===== src/rtl/fca_pkg.sv =====
package fca_pkg;

    localparam int unsigned ENTRY_W = 12;
    localparam int unsigned COUNT_W = 13;

    localparam logic [ENTRY_W-1:0] ENTRY_END    = 12'hFFF;
    localparam logic [COUNT_W-1:0] FIRST_USABLE = 13'd2;

    typedef enum logic [1:0] {
        MODE_ALLOC = 2'd0,
        MODE_FREE  = 2'd1,
        MODE_LINK  = 2'd2,
        MODE_BAD   = 2'd3
    } mode_t;

    typedef enum logic [1:0] {
        STAT_OK      = 2'd0,
        STAT_NO_FREE = 2'd1,
        STAT_RANGE   = 2'd2,
        STAT_BROKEN  = 2'd3
    } status_t;

    // value written into the table entry at the current index
    typedef enum logic [1:0] {
        WSEL_END  = 2'd0,
        WSEL_ZERO = 2'd1,
        WSEL_NEXT = 2'd2
    } wsel_t;

    typedef enum logic [3:0] {
        ST_CLEAR,
        ST_IDLE,
        ST_ALLOC_RD,
        ST_ALLOC_CHK,
        ST_FREE_RD,
        ST_FREE_CHK,
        ST_LINK_RD,
        ST_LINK_WR,
        ST_DONE
    } state_t;

    typedef struct packed {
        logic    load;
        logic    clr;
        logic    rd;
        logic    wr;
        wsel_t   wsel;
        logic    cur_inc;
        logic    cur_link;
        logic    freed_inc;
        logic    set_alloc;
        logic    set_status;
        status_t status;
        logic    out_load;
    } cmd_t;

    typedef struct packed {
        logic clr_done;
        logic cur_end;
        logic cur_range_bad;
        logic cur_past_bound;
        logic rdata_zero;
        logic out_free;
    } flags_t;

endpackage


===== src/rtl/fca_ctrl.sv =====
module fca_ctrl
    import fca_pkg::*;
(
    input  logic   clk,
    input  logic   rst_n,
    input  logic   in_valid,
    input  mode_t  in_mode,
    output logic   in_ready,
    input  flags_t flags,
    output cmd_t   cmd
);

    state_t state_reg;
    state_t state_next;

    always_ff @(posedge clk or negedge rst_n)
    begin
        if (!rst_n)
        begin
            state_reg <= ST_CLEAR;
        end
        else
        begin
            state_reg <= state_next;
        end
    end

    always_comb
    begin
        state_next = state_reg;
        unique case (state_reg)
            ST_CLEAR:
            begin
                if (flags.clr_done)
                    state_next = ST_IDLE;
            end
            ST_IDLE:
            begin
                if (in_valid)
                begin
                    unique case (in_mode)
                        MODE_ALLOC: state_next = ST_ALLOC_RD;
                        MODE_FREE:  state_next = ST_FREE_RD;
                        MODE_LINK:  state_next = ST_LINK_RD;
                        default:    state_next = ST_DONE;
                    endcase
                end
            end
            ST_ALLOC_RD:
            begin
                state_next = flags.cur_past_bound ? ST_DONE : ST_ALLOC_CHK;
            end
            ST_ALLOC_CHK:
            begin
                state_next = flags.rdata_zero ? ST_DONE : ST_ALLOC_RD;
            end
            ST_FREE_RD:
            begin
                if (flags.cur_end || flags.cur_range_bad)
                    state_next = ST_DONE;
                else
                    state_next = ST_FREE_CHK;
            end
            ST_FREE_CHK:
            begin
                state_next = flags.rdata_zero ? ST_DONE : ST_FREE_RD;
            end
            ST_LINK_RD:
            begin
                state_next = flags.cur_range_bad ? ST_DONE : ST_LINK_WR;
            end
            ST_LINK_WR:
            begin
                state_next = ST_DONE;
            end
            ST_DONE:
            begin
                if (flags.out_free)
                    state_next = ST_IDLE;
            end
            default:
            begin
                state_next = ST_CLEAR;
            end
        endcase
    end

    always_comb
    begin
        cmd      = '0;
        in_ready = 1'b0;
        unique case (state_reg)
            ST_CLEAR:
            begin
                cmd.clr = 1'b1;
            end
            ST_IDLE:
            begin
                in_ready = 1'b1;
                cmd.load = in_valid;
            end
            ST_ALLOC_RD:
            begin
                if (flags.cur_past_bound)
                begin
                    cmd.set_status = 1'b1;
                    cmd.status     = STAT_NO_FREE;
                end
                else
                begin
                    cmd.rd = 1'b1;
                end
            end
            ST_ALLOC_CHK:
            begin
                if (flags.rdata_zero)
                begin
                    cmd.wr        = 1'b1;
                    cmd.wsel      = WSEL_END;
                    cmd.set_alloc = 1'b1;
                end
                else
                begin
                    cmd.cur_inc = 1'b1;
                end
            end
            ST_FREE_RD:
            begin
                if (!flags.cur_end)
                begin
                    if (flags.cur_range_bad)
                    begin
                        cmd.set_status = 1'b1;
                        cmd.status     = STAT_RANGE;
                    end
                    else
                    begin
                        cmd.rd = 1'b1;
                    end
                end
            end
            ST_FREE_CHK:
            begin
                if (flags.rdata_zero)
                begin
                    cmd.set_status = 1'b1;
                    cmd.status     = STAT_BROKEN;
                end
                else
                begin
                    cmd.wr        = 1'b1;
                    cmd.wsel      = WSEL_ZERO;
                    cmd.freed_inc = 1'b1;
                    cmd.cur_link  = 1'b1;
                end
            end
            ST_LINK_RD:
            begin
                if (flags.cur_range_bad)
                begin
                    cmd.set_status = 1'b1;
                    cmd.status     = STAT_RANGE;
                end
                else
                begin
                    cmd.rd = 1'b1;
                end
            end
            ST_LINK_WR:
            begin
                cmd.wr   = 1'b1;
                cmd.wsel = WSEL_NEXT;
            end
            ST_DONE:
            begin
                cmd.out_load = flags.out_free;
            end
            default:
            begin
                cmd = '0;
            end
        endcase
    end

endmodule


===== config.mk =====
export PLATFORM = sky130hd
export DESIGN_NAME = fca_ctrl
export DESIGN_NICKNAME = d
export VERILOG_FILES = /design/src/rtl/fca_pkg.sv /design/src/rtl/fca_ctrl.sv
export SDC_FILE = /design/constraint.sdc
export NUM_CORES = 1
export LEC_CHECK = 0
export BUFFER_PORTS_ARGS = -buffer_cell sky130_fd_sc_hd__buf_2
export CAP_MARGIN = 40
export CELL_PAD_IN_SITES_DETAIL_PLACEMENT = 0
export CELL_PAD_IN_SITES_GLOBAL_PLACEMENT = 1
export CORE_MARGIN = 3
export CORE_UTILIZATION = 32
export DETAILED_ROUTE_END_ITERATION = 10
export PLACE_DENSITY = 0.75
export SLEW_MARGIN = 20
export SYNTH_ARGS = -nofsm -noshare
export SYNTH_HDL_FRONTEND = slang
export SYNTH_SLANG_ARGS = --single-unit

===== constraint.sdc =====
create_clock -name clk -period 1.5 [get_ports clk]
set_input_delay 0.3 -clock clk [delete_from_list [all_inputs] [get_ports clk]]
set_output_delay 0.3 -clock clk [all_outputs]
set_load 0.05 [all_outputs]

# Word level (Yosys, flattened, before mapping)
# Index checks and enable logic that the tools add are counted.
# op_classes
n_eq_ne	13
n_mux	32
reduce_logical	4
# ops
cell	n
$pmux 4 s9	1
$mux 4	8
$mux 3	6
$eq 4x3->1 const B	4
$pmux 3 s4	1
$pmux 4 s3	1
$mux 1	11
$pmux 3 s3	1
$eq 4x2->1 const B	2
$ne 2x2->1 const B	3
$eq 4x1->1 const B	1
$eq 4x4->1 const B	1
$logic_not 4->1	1
$mux 2	2
$pmux 1 s3	1
$reduce_and 3->1	1
$eq 2x1->1 const B	1
$eq 2x2->1 const B	1
$logic_not 2->1	1
$logic_or 1x1->1	1
# word_totals
reg_bits	4
in_bits	11
out_inout_bits	15

# Logic depth before layout (Yosys ltp)
# Gate-level depths: netlist of run 1.
# depth
ltp_word	4
depth_mapped	5
ltp_nobuf	5

# Least setup slack after synthesis of run 1
# OpenSTA, ideal clock, no wires.
# synth_path
path_kind	register -> register
start	register state_reg[2]
end	register state_reg[1]
setup_time_ns	0.071
arrival_ns	2.477
required_time_ns	1.429
slack_ns	-1.048
path_stages_with_launch	4
path_buffers	1
period_less_slack_ns	2.548
cell_sequence	dfrtp_1 clkbuf_8 nor4_1 o21ba_1
# synth_via
elab_chain_cells	3
word_cells_on_any_way	14
classes_between	eq/ne (11); mux (1); reduce/logical (2)
# synth_lines
item	line	rtl
start: declaration	fca_ctrl.sv:13	state_t state_reg;
start signal: assignment	fca_ctrl.sv:24	state_reg <= state_next;
$eq 4x4->1 (tied with other cells)	fca_ctrl.sv:31	unique case (state_reg)
$ne 2x2->1 (no source line)	n/a	
$reduce_and 3->1 (no source line)	n/a	
# Several ways; a longest one is shown, not always the timed one.
# A chain may end at the register's enable or synchronous reset.

==> out/qor_table.md, run 1 <==
| Item | Reported | Unit |
| --- | --- | --- |
| Critical path endpoint | cmd[6] | - |
| Clock insertion delay at the later pin of the skew report | 0.23 | ns |
| Standard cell core area | 1629 | µm² |
| Portion of synthesized cell area occupied by the leading cell type | 16.81 | % |
| Setup_tns | -4.352 | ns |
| Number of standard cells after synthesis | 77 | - |
| Final critical delay including setup and external delays | 1.815 | ns |
| Switching Fraction | 47.15 | % |
| Result of the run | complete, but fails checks | - |
| Global placer's final weighted congestion | 0.8671 | - |
| Initial antenna violation count | 0 | - |
| Number of I/O pins | 26 | - |
| Power share of the sequential group | 8.1 | % |
| Top cells by area in the synthesized netlist | sky130_fd_sc_hd__dfrtp_1, sky130_fd_sc_hd__clkbuf_8, sky130_fd_sc_hd__ha_1, sky130_fd_sc_hd__nor2_1, sky130_fd_sc_hd__inv_1 | - |
| Max frequency | 0.5509 | GHz |
| Flop2flop setup slack | -0.19 | ns |
| Static power due to leakage | 0.0006576 | µW |
| Number of buffers created by CTS | 3 | - |
| Fin area | 1459 | µm² |
| Routed Wire Length | 2811 | µm |
| Std cell rows | 14 | - |
| Number of nets in the layout | 161 | - |
| R2R Path Start | state_reg[2]$_DFFE_PN0P_ | - |
| Kind of capture point of the worst setup path | primary output | - |
| Worst stage delay on the critical path | 0.42 | ns |
| Width of the die | 49.14 | µm |
| Flip-flop count of the largest register, all copies and words added | 4 | - |
| Starting density of the core | 36.56 | % |
| Layout overhead on the synthesized area | 145.0 | % |
| Part of the power in combinational logic | 87.6 | % |
| Ant. Diodes | 0 | - |
| Initial detailed-routing violation count | 14 | - |
| Transition time of the tightest slew-check pin | 0.4169 | ns |
| Chip height | 49.14 | µm |
| Number of synthesized register bits | 4 | - |
| Failing checks | negative setup slack | - |
| Main combinational cell family by area after synthesis | simple AND/OR/NAND/NOR gates | - |
| Clock Path Buffers | 2 | - |
| Final Skew | 0.001949 | ns |
| Power consumption | 3033 | µW |
| Remaining antenna violation count after routing | 0 | - |
| Startpoint type of the worst setup path | flop | - |
| Number of nets produced by synthesis | 91 | - |
| Post-detailed-route wirelength per cell | 16.63 | µm |
| Post-route fraction of the period consumed by the critical path | 121.0 | % |
| Proportion of synthesized area in mux cells | 1.681 | % |
| Relative contribution of the clock network to total power | 4.3 | % |
| Arrival time worst endpoint | 1.52 | ns |
| All-layer global routing usage | 24.95 | % |
| Required time of the worst setup path | 1.20 | ns |
| Number of buffer cells added on primary ports | 25 | - |
| Placement Setup Slack | -0.1633 | ns |
| GRT overflow | 0 | - |
| Cell Chain, Critical Path | buf_6 > nand2b_4 > or3_4 > clkinvlp_4 > buf_8 | - |
| HPWL reported at the end of detailed placement | 1558 | µm |
| Placement Cell Area | 1023 | µm² |
| Crit-path slowest cell | sky130_fd_sc_hd__dfrtp_2 | - |
| Max transition margin | 71.95 | % |
| Unrepaired setup endpoints after global routing | true | - |
| Net switching component of the power | 1430 | µW |
| Post-Synthesis Cell Area | 595.6 | µm² |
| Post-synthesis simple-gate area fraction | 34.24 | % |
| Reg-to-reg endpoint | state_reg[1]$_DFFE_PN0P_ | - |
| Worst reg-to-reg path cell count | 8 | - |
| Clock tree root driver cell | sky130_fd_sc_hd__clkbuf_4 | - |
| CTS tree | built | - |
| H-tree Lvls | 1 | - |
| Number of vias after detailed routing | 896 | - |
| First-pass GRT wire length | 4664 | µm |
| Library cell occupying the most area in the post-synthesis netlist | sky130_fd_sc_hd__dfrtp_1 | - |
| Internal Pwr Total | 1603 | µW |
| Number of global-route vias before repair | 924 | - |
| Share of layout cells above drive strength 1 | 79.31 | % |
| DR DRC count | 0 | - |
| Finish-stage setup viols | 19 | - |
| First-pass iteration count of the detailed router | 4 | - |
| Area share of xor/xnor cells in the synthesized design | 0 | % |
| Pwr per Cell Area | 2079 | nW/µm² |
| Clock slew seen by the registers of the worst setup and hold paths | 0.04 | ns |
| Final-report hold violation count | 0 | - |
| Worst-case setup margin in the final layout | -0.3153 | ns |
| Routed via count divided by cell count | 5.302 | - |
| Total Die Area | 2415 | µm² |
| Sink Count | 4 | - |
| Final-report max-slew violation count | 0 | - |
| Hold crit path type | primary input to asynchronous set/reset pin | - |
| Category of the most critical setup path | flop to primary output | - |
| Peak supply drop | 1765 | µV |
| Largest net degree at the start of global routing | 8 | - |
| Worst-path maximum fanout | 5 | - |
| Critical path startpoint | state_reg[2]$_DFFE_PN0P_ | - |
| Share of the synthesized area in compound gates (AO/OA/AOI/OAI) | 22.69 | % |
| Yosys warns | 0 | - |
| Sequential cell area fraction in the yosys report | 16.81 | % |
| Adder and majority cell fraction of the synthesized area | 6.303 | % |
| # Max-Cap Violations | 0 | - |
| Average cell area after synthesis | 7.735 | µm² |
| Count of unique library cells instantiated by Yosys | 32 | - |
| Post-route core utilization | 89.55 | % |
[routing by layer]
layer | wire [µm] | track usage [%]
met1 | 1131 | 31.12
met2 | 1494 | 44.64
met5 | 0 | 0
met3 | 138 | 2.141
met4 | 46 | 7.583
[placed cells by master, fill, tap and decap left out, types with 2 or more instances in the layout]
cell	Yosys	final
sky130_fd_sc_hd__a21oi_4	0	2
sky130_fd_sc_hd__inv_1	8	6
sky130_fd_sc_hd__nand2b_4	0	3
sky130_fd_sc_hd__dfrtp_2	0	4
sky130_fd_sc_hd__nand3_2	0	2
sky130_fd_sc_hd__ha_1	3	3
sky130_fd_sc_hd__buf_8	0	6
sky130_fd_sc_hd__nor2b_2	0	2
sky130_fd_sc_hd__nand3b_1	2	2
sky130_fd_sc_hd__nand2_2	0	3
sky130_fd_sc_hd__nor2_1	10	5
sky130_fd_sc_hd__nor2_4	0	4
sky130_fd_sc_hd__buf_4	2	32
sky130_fd_sc_hd__buf_2	0	10
sky130_fd_sc_hd__or3_4	1	2
sky130_fd_sc_hd__nor4_4	0	2
sky130_fd_sc_hd__nand2_4	0	2
sky130_fd_sc_hd__clkbuf_4	0	3
sky130_fd_sc_hd__nor3b_1	2	2
sky130_fd_sc_hd__buf_6	2	23
[worst min path at each step]
stage / endpoint / depth (start not counted) / slack [ns]
finish: state_reg[3]$_DFFE_PN0P_ / 2 / 0.40
global route: state_reg[0]$_DFFE_PN0P_ / 2 / 0.41
CTS: state_reg[3]$_DFFE_PN0P_ / 2 / 0.39
detailed placement: state_reg[0]$_DFFE_PN0P_ / 1 / 0.11
global placement: state_reg[3]$_DFFE_PN0P_ / 1 / 0.10
floorplan: state_reg[0]$_DFFE_PN0P_ / 0 / 0.004
[synthesized netlist by cell type]
master                     number
sky130_fd_sc_hd__a2111o_1       1
sky130_fd_sc_hd__a211oi_1       1
sky130_fd_sc_hd__a21boi_2       1
sky130_fd_sc_hd__a21oi_1        3
sky130_fd_sc_hd__a22o_2         1
sky130_fd_sc_hd__a31oi_1        1
sky130_fd_sc_hd__a32o_1         2
sky130_fd_sc_hd__and4_1         1
sky130_fd_sc_hd__buf_4          2
sky130_fd_sc_hd__buf_6          2
sky130_fd_sc_hd__clkbuf_8       3
sky130_fd_sc_hd__dfrtp_1        4
sky130_fd_sc_hd__ha_1           3
sky130_fd_sc_hd__inv_1          8
sky130_fd_sc_hd__mux2i_1        1
sky130_fd_sc_hd__nand2_1        6
sky130_fd_sc_hd__nand2b_1       4
sky130_fd_sc_hd__nand3_1        4
sky130_fd_sc_hd__nand3b_1       2
sky130_fd_sc_hd__nor2_1        10
sky130_fd_sc_hd__nor2b_1        3
sky130_fd_sc_hd__nor3_1         1
sky130_fd_sc_hd__nor3b_1        2
sky130_fd_sc_hd__nor4_1         3
sky130_fd_sc_hd__o21ba_1        1
sky130_fd_sc_hd__o21bai_1       1
sky130_fd_sc_hd__o22ai_1        1
sky130_fd_sc_hd__o22ai_2        1
sky130_fd_sc_hd__o311a_1        1
sky130_fd_sc_hd__o31ai_1        1
sky130_fd_sc_hd__or3_1          1
sky130_fd_sc_hd__or3_4          1
[metrics by stage]
stage,hold slack [ns],instances
6_report,0.3981,169
5_1_grt,0.4132,169
4_1_cts,0.3930,167
3_5_place_dp,0.1071,149
3_3_place_gp,0.1034,149
2_1_floorplan,0.004409,77
[power groups by stage]
| stage | Combinational [µW] | Clock (µW) | Sequential [µW] |
|---|---|---|---|
| after floorplan | 1230 | 0 | 201 |
| after global placement | 1760 | 0 | 211 |
| after detailed placement | 1770 | 0 | 217 |
| after CTS | 2520 | 136 | 235 |
| after global routing | 2800 | 144 | 246 |
| final | 2660 | 130 | 245 |
[cell type report]
cell class | instances | area, µm²
Sequential cell | 4 | 105.1
Tap cell | 24 | 30.03
Inverter | 8 | 36.28
Multi-Input combinational cell | 58 | 615.6
Clock buffer | 3 | 22.52
Timing Repair Buffer | 72 | 649.4
Fill cell | 73 | 170.2
[worst max-delay path: cells and delay by family (launching register included)]
family / cells / cell delay [ns]
and+or+nand+nor: 2 / 0.44
DFF: 1 / 0.42
buffers and inverters: 3 / 0.43
[logic make-up (layout without fill, tap and decap cells)]
family / count (synthesis) / in the layout
buffers and inverters: 15 / 83
and+or+nand+nor: 38 / 38
adders and majority gates: 3 / 3
AOI/OAI and AO/OA: 16 / 16
muxes: 1 / 1
DFF: 4 / 4
[what timing repair did]
item | 4_1_cts | 5_1_grt
setup endpoints to repair | 18 | 19
hold buffers | 1 | 0
hold endpoints to repair | 4 | 0
gates resized for setup | 75 | 5
pin swaps | 12 | 5
setup buffers | 14 | 2
Power figures use the tool's default switching activity.
==> inputs of run 2 (changes only) <==
Settings changed: ABC_AREA set to 1, CORE_UTILIZATION 32 to 28, PLACE_DENSITY 0.75 to 0.73.
==> out/qor_table.md, run 2 <==
| Item | Reported | Unit |
| --- | --- | --- |
| Finish-stage setup viols | 15 | - |
| Post-Synthesis Cell Area | 529.3 | µm² |
| Setup_tns | -1.601 | ns |
| Most heavily used metal layer in global routing | met2 | - |
| Starting density of the core | 30.00 | % |
| Final critical delay including setup and external delays | 1.673 | ns |
| Post-detailed-route wirelength per cell | 10.40 | µm |
| Dominant cell by count in the synthesized netlist | sky130_fd_sc_hd__nand2_1 | - |
| Peak supply drop | 1247 | µV |
| Remaining antenna violation count after routing | 0 | - |
| # Max-Cap Violations | 0 | - |
| Ant. Diodes | 0 | - |
| Number of buffers created by CTS | 3 | - |
| Clock tree root driver cell | sky130_fd_sc_hd__clkbuf_4 | - |
| All-layer global routing usage | 13.39 | % |
| Standard cell core area | 1764 | µm² |
| Std cell rows | 15 | - |
| Most frequent cells in the layout | sky130_fd_sc_hd__buf_4, sky130_fd_sc_hd__nand2_1, sky130_fd_sc_hd__inv_1, sky130_fd_sc_hd__buf_2, sky130_fd_sc_hd__buf_6 | - |
| First-pass iteration count of the detailed router | 4 | - |
| Unrepaired setup endpoints after global routing | true | - |
| Required time of the worst setup path | 1.20 | ns |
| Max transition margin | 81.02 | % |
| Number of standard cells after synthesis | 87 | - |
| Arrival time worst endpoint | 1.37 | ns |
| Number of synthesized register bits | 4 | - |
| Post-route fraction of the period consumed by the critical path | 111.5 | % |
| Clock insertion delay at the later pin of the skew report | 0.23 | ns |
| Final-report max-slew violation count | 0 | - |
| Kind of capture point of the worst setup path | primary output | - |
| Most frequent standard cell in the layout excluding fill and tap cells | sky130_fd_sc_hd__buf_4 | - |
| Routed Wire Length | 1675 | µm |
| Placement Setup Slack | -0.02887 | ns |
| First-pass GRT wire length | 2601 | µm |
| Number of nets produced by synthesis | 101 | - |
| Number of I/O pins | 26 | - |
| Result of the run | complete, but fails checks | - |
| Hold crit path type | primary input to asynchronous set/reset pin | - |
| GRT overflow | 0 | - |
| Share of layout cells above drive strength 1 | 65.44 | % |
| Yosys warns | 0 | - |
| Worst reg-to-reg path cell count | 8 | - |
| Commonest cells post-synth | sky130_fd_sc_hd__nand2_1, sky130_fd_sc_hd__inv_1, sky130_fd_sc_hd__nand3_1, sky130_fd_sc_hd__nor2_1 | - |
| GRT met3 Usage | 3.021 | % |
| Final Skew | 0.00007158 | ns |
| Chip height | 49.48 | µm |
| DR DRC count | 0 | - |
| Average cell area after synthesis | 6.083 | µm² |
| Library cell occupying the most area in the post-synthesis netlist | sky130_fd_sc_hd__dfrtp_1 | - |
| Number of buffer cells added on primary ports | 25 | - |
| Clock Path Buffers | 2 | - |
| Failing checks | negative setup slack | - |
| Portion of synthesized cell area occupied by the leading cell type | 18.91 | % |
| HPWL reported at the end of detailed placement | 1244 | µm |
| Global placer's final weighted congestion | 0.7871 | - |
| Flip-flop count of the largest register, all copies and words added | 4 | - |
| Worst-case setup margin in the final layout | -0.1732 | ns |
| Async set-or-reset flop fraction in the synthesized netlist | 100.0 | % |
| Transition time of the tightest slew-check pin | 0.2826 | ns |
| R2R Path Start | state_reg[0]$_DFFE_PN0P_ | - |
| Number of global-route vias before repair | 643 | - |
| Sink Count | 4 | - |
| Largest net degree at the start of global routing | 8 | - |
| Reg-to-reg endpoint | state_reg[3]$_DFFE_PN0P_ | - |
| Count of unique library cells instantiated by Yosys | 17 | - |
| Initial antenna violation count | 0 | - |
| Flop2flop setup slack | 0.09 | ns |
| Startpoint type of the worst setup path | flop | - |
| Worst-path maximum fanout | 7 | - |
| Layout overhead on the synthesized area | 112.3 | % |
| Number of nets in the layout | 152 | - |
| Pwr per Cell Area | 2049 | nW/µm² |
| H-tree Lvls | 1 | - |
| Met1 Use GR | 17.43 | % |
| Final-report hold violation count | 0 | - |
| Top cells by area in the synthesized netlist | sky130_fd_sc_hd__dfrtp_1, sky130_fd_sc_hd__nand2_1, sky130_fd_sc_hd__inv_1, sky130_fd_sc_hd__nand3_1, sky130_fd_sc_hd__ha_1 | - |
| Sequential cell area fraction in the yosys report | 18.91 | % |
| Routed via count divided by cell count | 4.379 | - |
| Clock slew seen by the registers of the worst setup and hold paths | 0.04 | ns |
| Count of flip-flops with a built-in enable after synthesis | 0 | - |
| Total Die Area | 2448 | µm² |
| Commonest register cell after synthesis | sky130_fd_sc_hd__dfrtp_1 | - |
| Static power due to leakage | 0.0006074 | µW |
| Initial detailed-routing violation count | 5 | - |
| Number of vias after detailed routing | 705 | - |
| Grt met2 use | 22.54 | % |
| Width of the die | 49.48 | µm |
| CTS tree | built | - |
| Max frequency | 0.5977 | GHz |
| Category of the most critical setup path | flop to primary output | - |
==> run 2: changes by cell type in the layout (fill, tap and decap cells not counted), moves of 3 or more <==
cell | previous run | this run
sky130_fd_sc_hd__buf_4 | 32 | 21
sky130_fd_sc_hd__buf_6 | 23 | 9
sky130_fd_sc_hd__inv_1 | 6 | 10
sky130_fd_sc_hd__inv_2 | 0 | 8
sky130_fd_sc_hd__nand2_1 | 1 | 13
sky130_fd_sc_hd__nand2b_4 | 3 | 0
sky130_fd_sc_hd__nand3_2 | 2 | 5
sky130_fd_sc_hd__nand4_1 | 0 | 3
sky130_fd_sc_hd__nor2_4 | 4 | 7
==> run 2: timing repair <==
item / CTS / global route
endpoints found under the hold margin: 4 / 0
pin swaps: 5 / 9
setup buffers: 4 / 3
cloned: 0 / 0
endpoints found under the setup margin: 15 / 17
hold buffers: 1 / 0
gates resized for setup: 41 / 27
==> run 2: routing by layer <==
layer / up-vias / share of wire (%)
met5: - / 0
met3: 0 / 5.2
met1: 321 / 44
li1: 368 / -
met4: 0 / 0
met2: 16 / 51
==> run 2: metrics by stage <==
stage / cell area [µm²] / hold slack (ns) / instances / total power (µW) / util (%)
4_1_cts: 1012 / 0.3788 / 159 / 2072 / 57.38
3_3_place_gp: 824.5 / 0.1100 / 151 / 1613 / 46.74
6_report: 1124 / 0.4007 / 161 / 2302 / 63.69
3_5_place_dp: 824.5 / 0.1100 / 151 / 1616 / 46.74
5_1_grt: 1124 / 0.4221 / 161 / 2463 / 63.69
2_1_floorplan: 566.8 / 0.004409 / 87 / 1142 / -
==> run 2: worst max-delay path, cell delays in order (launching register included) <==
cell	delay [ns]
sky130_fd_sc_hd__dfrtp_2	0.45
sky130_fd_sc_hd__nor2_4	0.21
sky130_fd_sc_hd__nand2_2	0.09
sky130_fd_sc_hd__nor2_4	0.14
sky130_fd_sc_hd__nor2_2	0.05
sky130_fd_sc_hd__nand2_2	0.06
sky130_fd_sc_hd__buf_8	0.14
==> run 2: power breakdown <==
| group | switching [µW] | total [µW] | internal, µW |
|---|---|---|---|
| Clock | 45.8 | 135 | 89.6 |
| Sequential | 87.5 | 251 | 164 |
| Combinational | 1090 | 1920 | 827 |
| Total | 1220 | 2300 | 1080 |
==> run 2: logic make-up (layout without fill, tap and decap cells) <==
group | after synthesis | after routing | share of synthesized area [%]
AOI/OAI and AO/OA | 4 | 4 | 3.781
adders and majority gates | 3 | 3 | 7.093
buffers and inverters | 21 | 70 | 16.31
DFF | 4 | 4 | 18.91
and+or+nand+nor | 55 | 55 | 53.90
==> run 2: cell type report <==
class	count	area, µm²
inverters	19	75.07
repair buffers	48	424.2
multi-input cells	62	465.4
fillers	168	640.6
well taps	25	31.28
flip-flops and latches	4	105.1
clock buffers	3	22.52
==> run 2: worst max path at each step <==
stage                              from      end  slack, ns  depth (start not counted)
3_5_place_dp   state_reg[3]$_DFFE_PN0P_   cmd[3]      -0.03                          6
5_1_grt        state_reg[3]$_DFFE_PN0P_   cmd[3]      -0.28                          6
3_3_place_gp   state_reg[3]$_DFFE_PN0P_   cmd[3]     -0.004                          6
4_1_cts        state_reg[2]$_DFFE_PN0P_   cmd[3]      -0.20                          7
2_1_floorplan  state_reg[2]$_DFFE_PN0P_  cmd[10]      -0.16                          6
6_report       state_reg[3]$_DFFE_PN0P_  cmd[10]      -0.17                          6
==> inputs of run 3 (changes only) <==
Settings changed: REMOVE_ABC_BUFFERS set to 1.
==> out/qor_table.md, run 3 (synthesis results as in run 2) <==
| Item | Reported | Unit |
| --- | --- | --- |
| Footprint of the flip-flops and latches | 103.9 | µm² |
| Placement Cell Area | 753.2 | µm² |
| Number of buffer cells added on primary ports | 25 | - |
| Part of the power in combinational logic | 84.2 | % |
| Clock Path Buffers | 2 | - |
| # Max-Cap Violations | 0 | - |
| Crit-path slowest cell | sky130_fd_sc_hd__dfrtp_1 | - |
| Initial detailed-routing violation count | 9 | - |
| Fin area | 1069 | µm² |
| Placement Setup Slack | -0.04126 | ns |
| All-layer global routing usage | 14.29 | % |
| Number of global-route vias before repair | 674 | - |
| GRT overflow | 0 | - |
| Crit path max-delay family | buffers and inverters | - |
| Layout overhead on the synthesized area | 101.9 | % |
| Flop2flop setup slack | 0.03 | ns |
| First-pass GRT wire length | 2760 | µm |
| Internal Pwr Total | 1118 | µW |
| Clock tree root driver cell | sky130_fd_sc_hd__clkbuf_4 | - |
| Net switching component of the power | 1214 | µW |
| Number of buffers created by CTS | 3 | - |
| Routed via count divided by cell count | 4.388 | - |
| Total Die Area | 2448 | µm² |
| Share of layout cells above drive strength 1 | 59.26 | % |
| Static power due to leakage | 0.0005928 | µW |
| Post-detailed-route wirelength per cell | 11.04 | µm |
| Sink Count | 4 | - |
| Setup_tns | -1.895 | ns |
| Post-route fraction of the period consumed by the critical path | 114.3 | % |
| Remaining antenna violation count after routing | 0 | - |
| Switching Fraction | 52.07 | % |
| Number of fill cells in the layout | 179 | - |
| Largest net degree at the start of global routing | 8 | - |
| Ant. Diodes | 0 | - |
| Finish-stage setup viols | 15 | - |
| Flip-flop count of the largest register, all copies and words added | 4 | - |
| Startpoint type of the worst setup path | flop | - |
| Number of nets in the layout | 151 | - |
| Most common cell type on the critical path | sky130_fd_sc_hd__nor2_4 | - |
| Std cell rows | 15 | - |
| Final Skew | 0.003994 | ns |
| CTS tree | built | - |
| Kind of capture point of the worst setup path | primary output | - |
| Power share of the sequential group | 10.3 | % |
| Relative contribution of the clock network to total power | 5.6 | % |
| Worst-case setup margin in the final layout | -0.2144 | ns |
| Transition time of the tightest slew-check pin | 0.2827 | ns |
| Number of vias after detailed routing | 702 | - |
| Max transition margin | 81.01 | % |
| Final-report hold violation count | 0 | - |
| Arrival time worst endpoint | 1.41 | ns |
| Most frequent standard cell in the layout excluding fill and tap cells | sky130_fd_sc_hd__buf_4 | - |
| Number of I/O pins | 26 | - |
| Initial antenna violation count | 0 | - |
| Max frequency | 0.5833 | GHz |
| Routed Wire Length | 1767 | µm |
| Clock insertion delay at the later pin of the skew report | 0.23 | ns |
| Crit path buf inv count | 3 | - |
| Failing checks | negative setup slack | - |
| Global placer's final weighted congestion | 0.7906 | - |
| Worst stage delay on the critical path | 0.39 | ns |
| HPWL reported at the end of detailed placement | 1219 | µm |
| Hold slack final | 0.3972 | ns |
| Unrepaired setup endpoints after global routing | true | - |
| Pwr per Cell Area | 2183 | nW/µm² |
| Final-report max-slew violation count | 0 | - |
| Final critical delay including setup and external delays | 1.714 | ns |
| Clock slew seen by the registers of the worst setup and hold paths | 0.04 | ns |
| First-pass iteration count of the detailed router | 4 | - |
| Worst-path maximum fanout | 5 | - |
| Starting density of the core | 30.00 | % |
| Category of the most critical setup path | flop to primary output | - |
| Most frequent cells in the layout | sky130_fd_sc_hd__buf_4, sky130_fd_sc_hd__nand2_1, sky130_fd_sc_hd__inv_1, sky130_fd_sc_hd__buf_6, sky130_fd_sc_hd__buf_2 | - |
| Result of the run | complete, but fails checks | - |
| Chip height | 49.48 | µm |
| DR DRC count | 0 | - |
| Standard cell core area | 1764 | µm² |
| Hold crit path type | primary input to asynchronous set/reset pin | - |
| Width of the die | 49.48 | µm |
| Peak supply drop | 1525 | µV |
| Footprint of the multi-input gates | 422.9 | µm² |
| Cell Chain, Critical Path | buf_4 > nor2_4 > buf_12 > nand2_8 > nor2_4 > buf_6 | - |
| Required time of the worst setup path | 1.20 | ns |
| H-tree Lvls | 1 | - |
==> run 3: power groups by stage <==
stage                     clock network [µW]  registers, µW  logic, µW
final                                    130            240       1960
after global routing                     155            247       2070
after CTS                                136            242       1820
after detailed placement                   0            229       1280
after global placement                     0            229       1280
after floorplan                            0            222        868
==> run 3: path summary, 6_finish.rpt <==
check,from,endpoint,cells after the start
max in group asynchronous,rst_n,state_reg[1]$_DFFE_PN0P_,2
worst min-delay path,rst_n,state_reg[2]$_DFFE_PN0P_,2
worst max-delay path,state_reg[2]$_DFFE_PN0P_,cmd[13],6
min in group clk,in_valid,state_reg[0]$_DFFE_PN0P_,4
worst min register to register,state_reg[0]$_DFFE_PN0P_,state_reg[1]$_DFFE_PN0P_,4
worst max register to register,state_reg[2]$_DFFE_PN0P_,state_reg[3]$_DFFE_PN0P_,9
==> run 3: layer usage <==
| metal | share of wire (%) | global-route usage [%] | routed length (µm) | vias to the layer above |
|---|---|---|---|---|
| li1 | - | - | - | 368 |
| met1 | 42 | 16.73 | 740 | 311 |
| met2 | 52 | 26.12 | 924 | 21 |
| met3 | 5.1 | 3.625 | 90 | 2 |
| met4 | 0.68 | 2.765 | 12 | 0 |
| met5 | 0 | 0 | 0 | - |
==> run 3: area by class of cell <==
| cell class | instances | share of cell area (%) |
|---|---|---|
| repair buffers | 47 | 38.76 |
| multi-input cells | 62 | 39.58 |
| inverters | 19 | 6.909 |
| well taps | 25 | 2.927 |
| flip-flops and latches | 4 | 9.719 |
| clock buffers | 3 | 2.108 |
==> run 3: through the flow <==
step,utilization (%),total power (µW),cells
after floorplan,-,1090,85
after global routing,60.57,2475,160
final,60.57,2332,160
after CTS,57.38,2193,156
after detailed placement,42.70,1508,146
after global placement,42.70,1508,146
==> run 3: repair_timing <==
| action | 4_1_cts | 5_1_grt |
|---|---|---|
| buffers inserted | 6 | 4 |
| hold endpoints to repair | 4 | 0 |
| hold buffers | 1 | 0 |
| resized for setup | 54 | 7 |
| pin swaps | 9 | 5 |
| endpoints found under the setup margin | 15 | 15 |
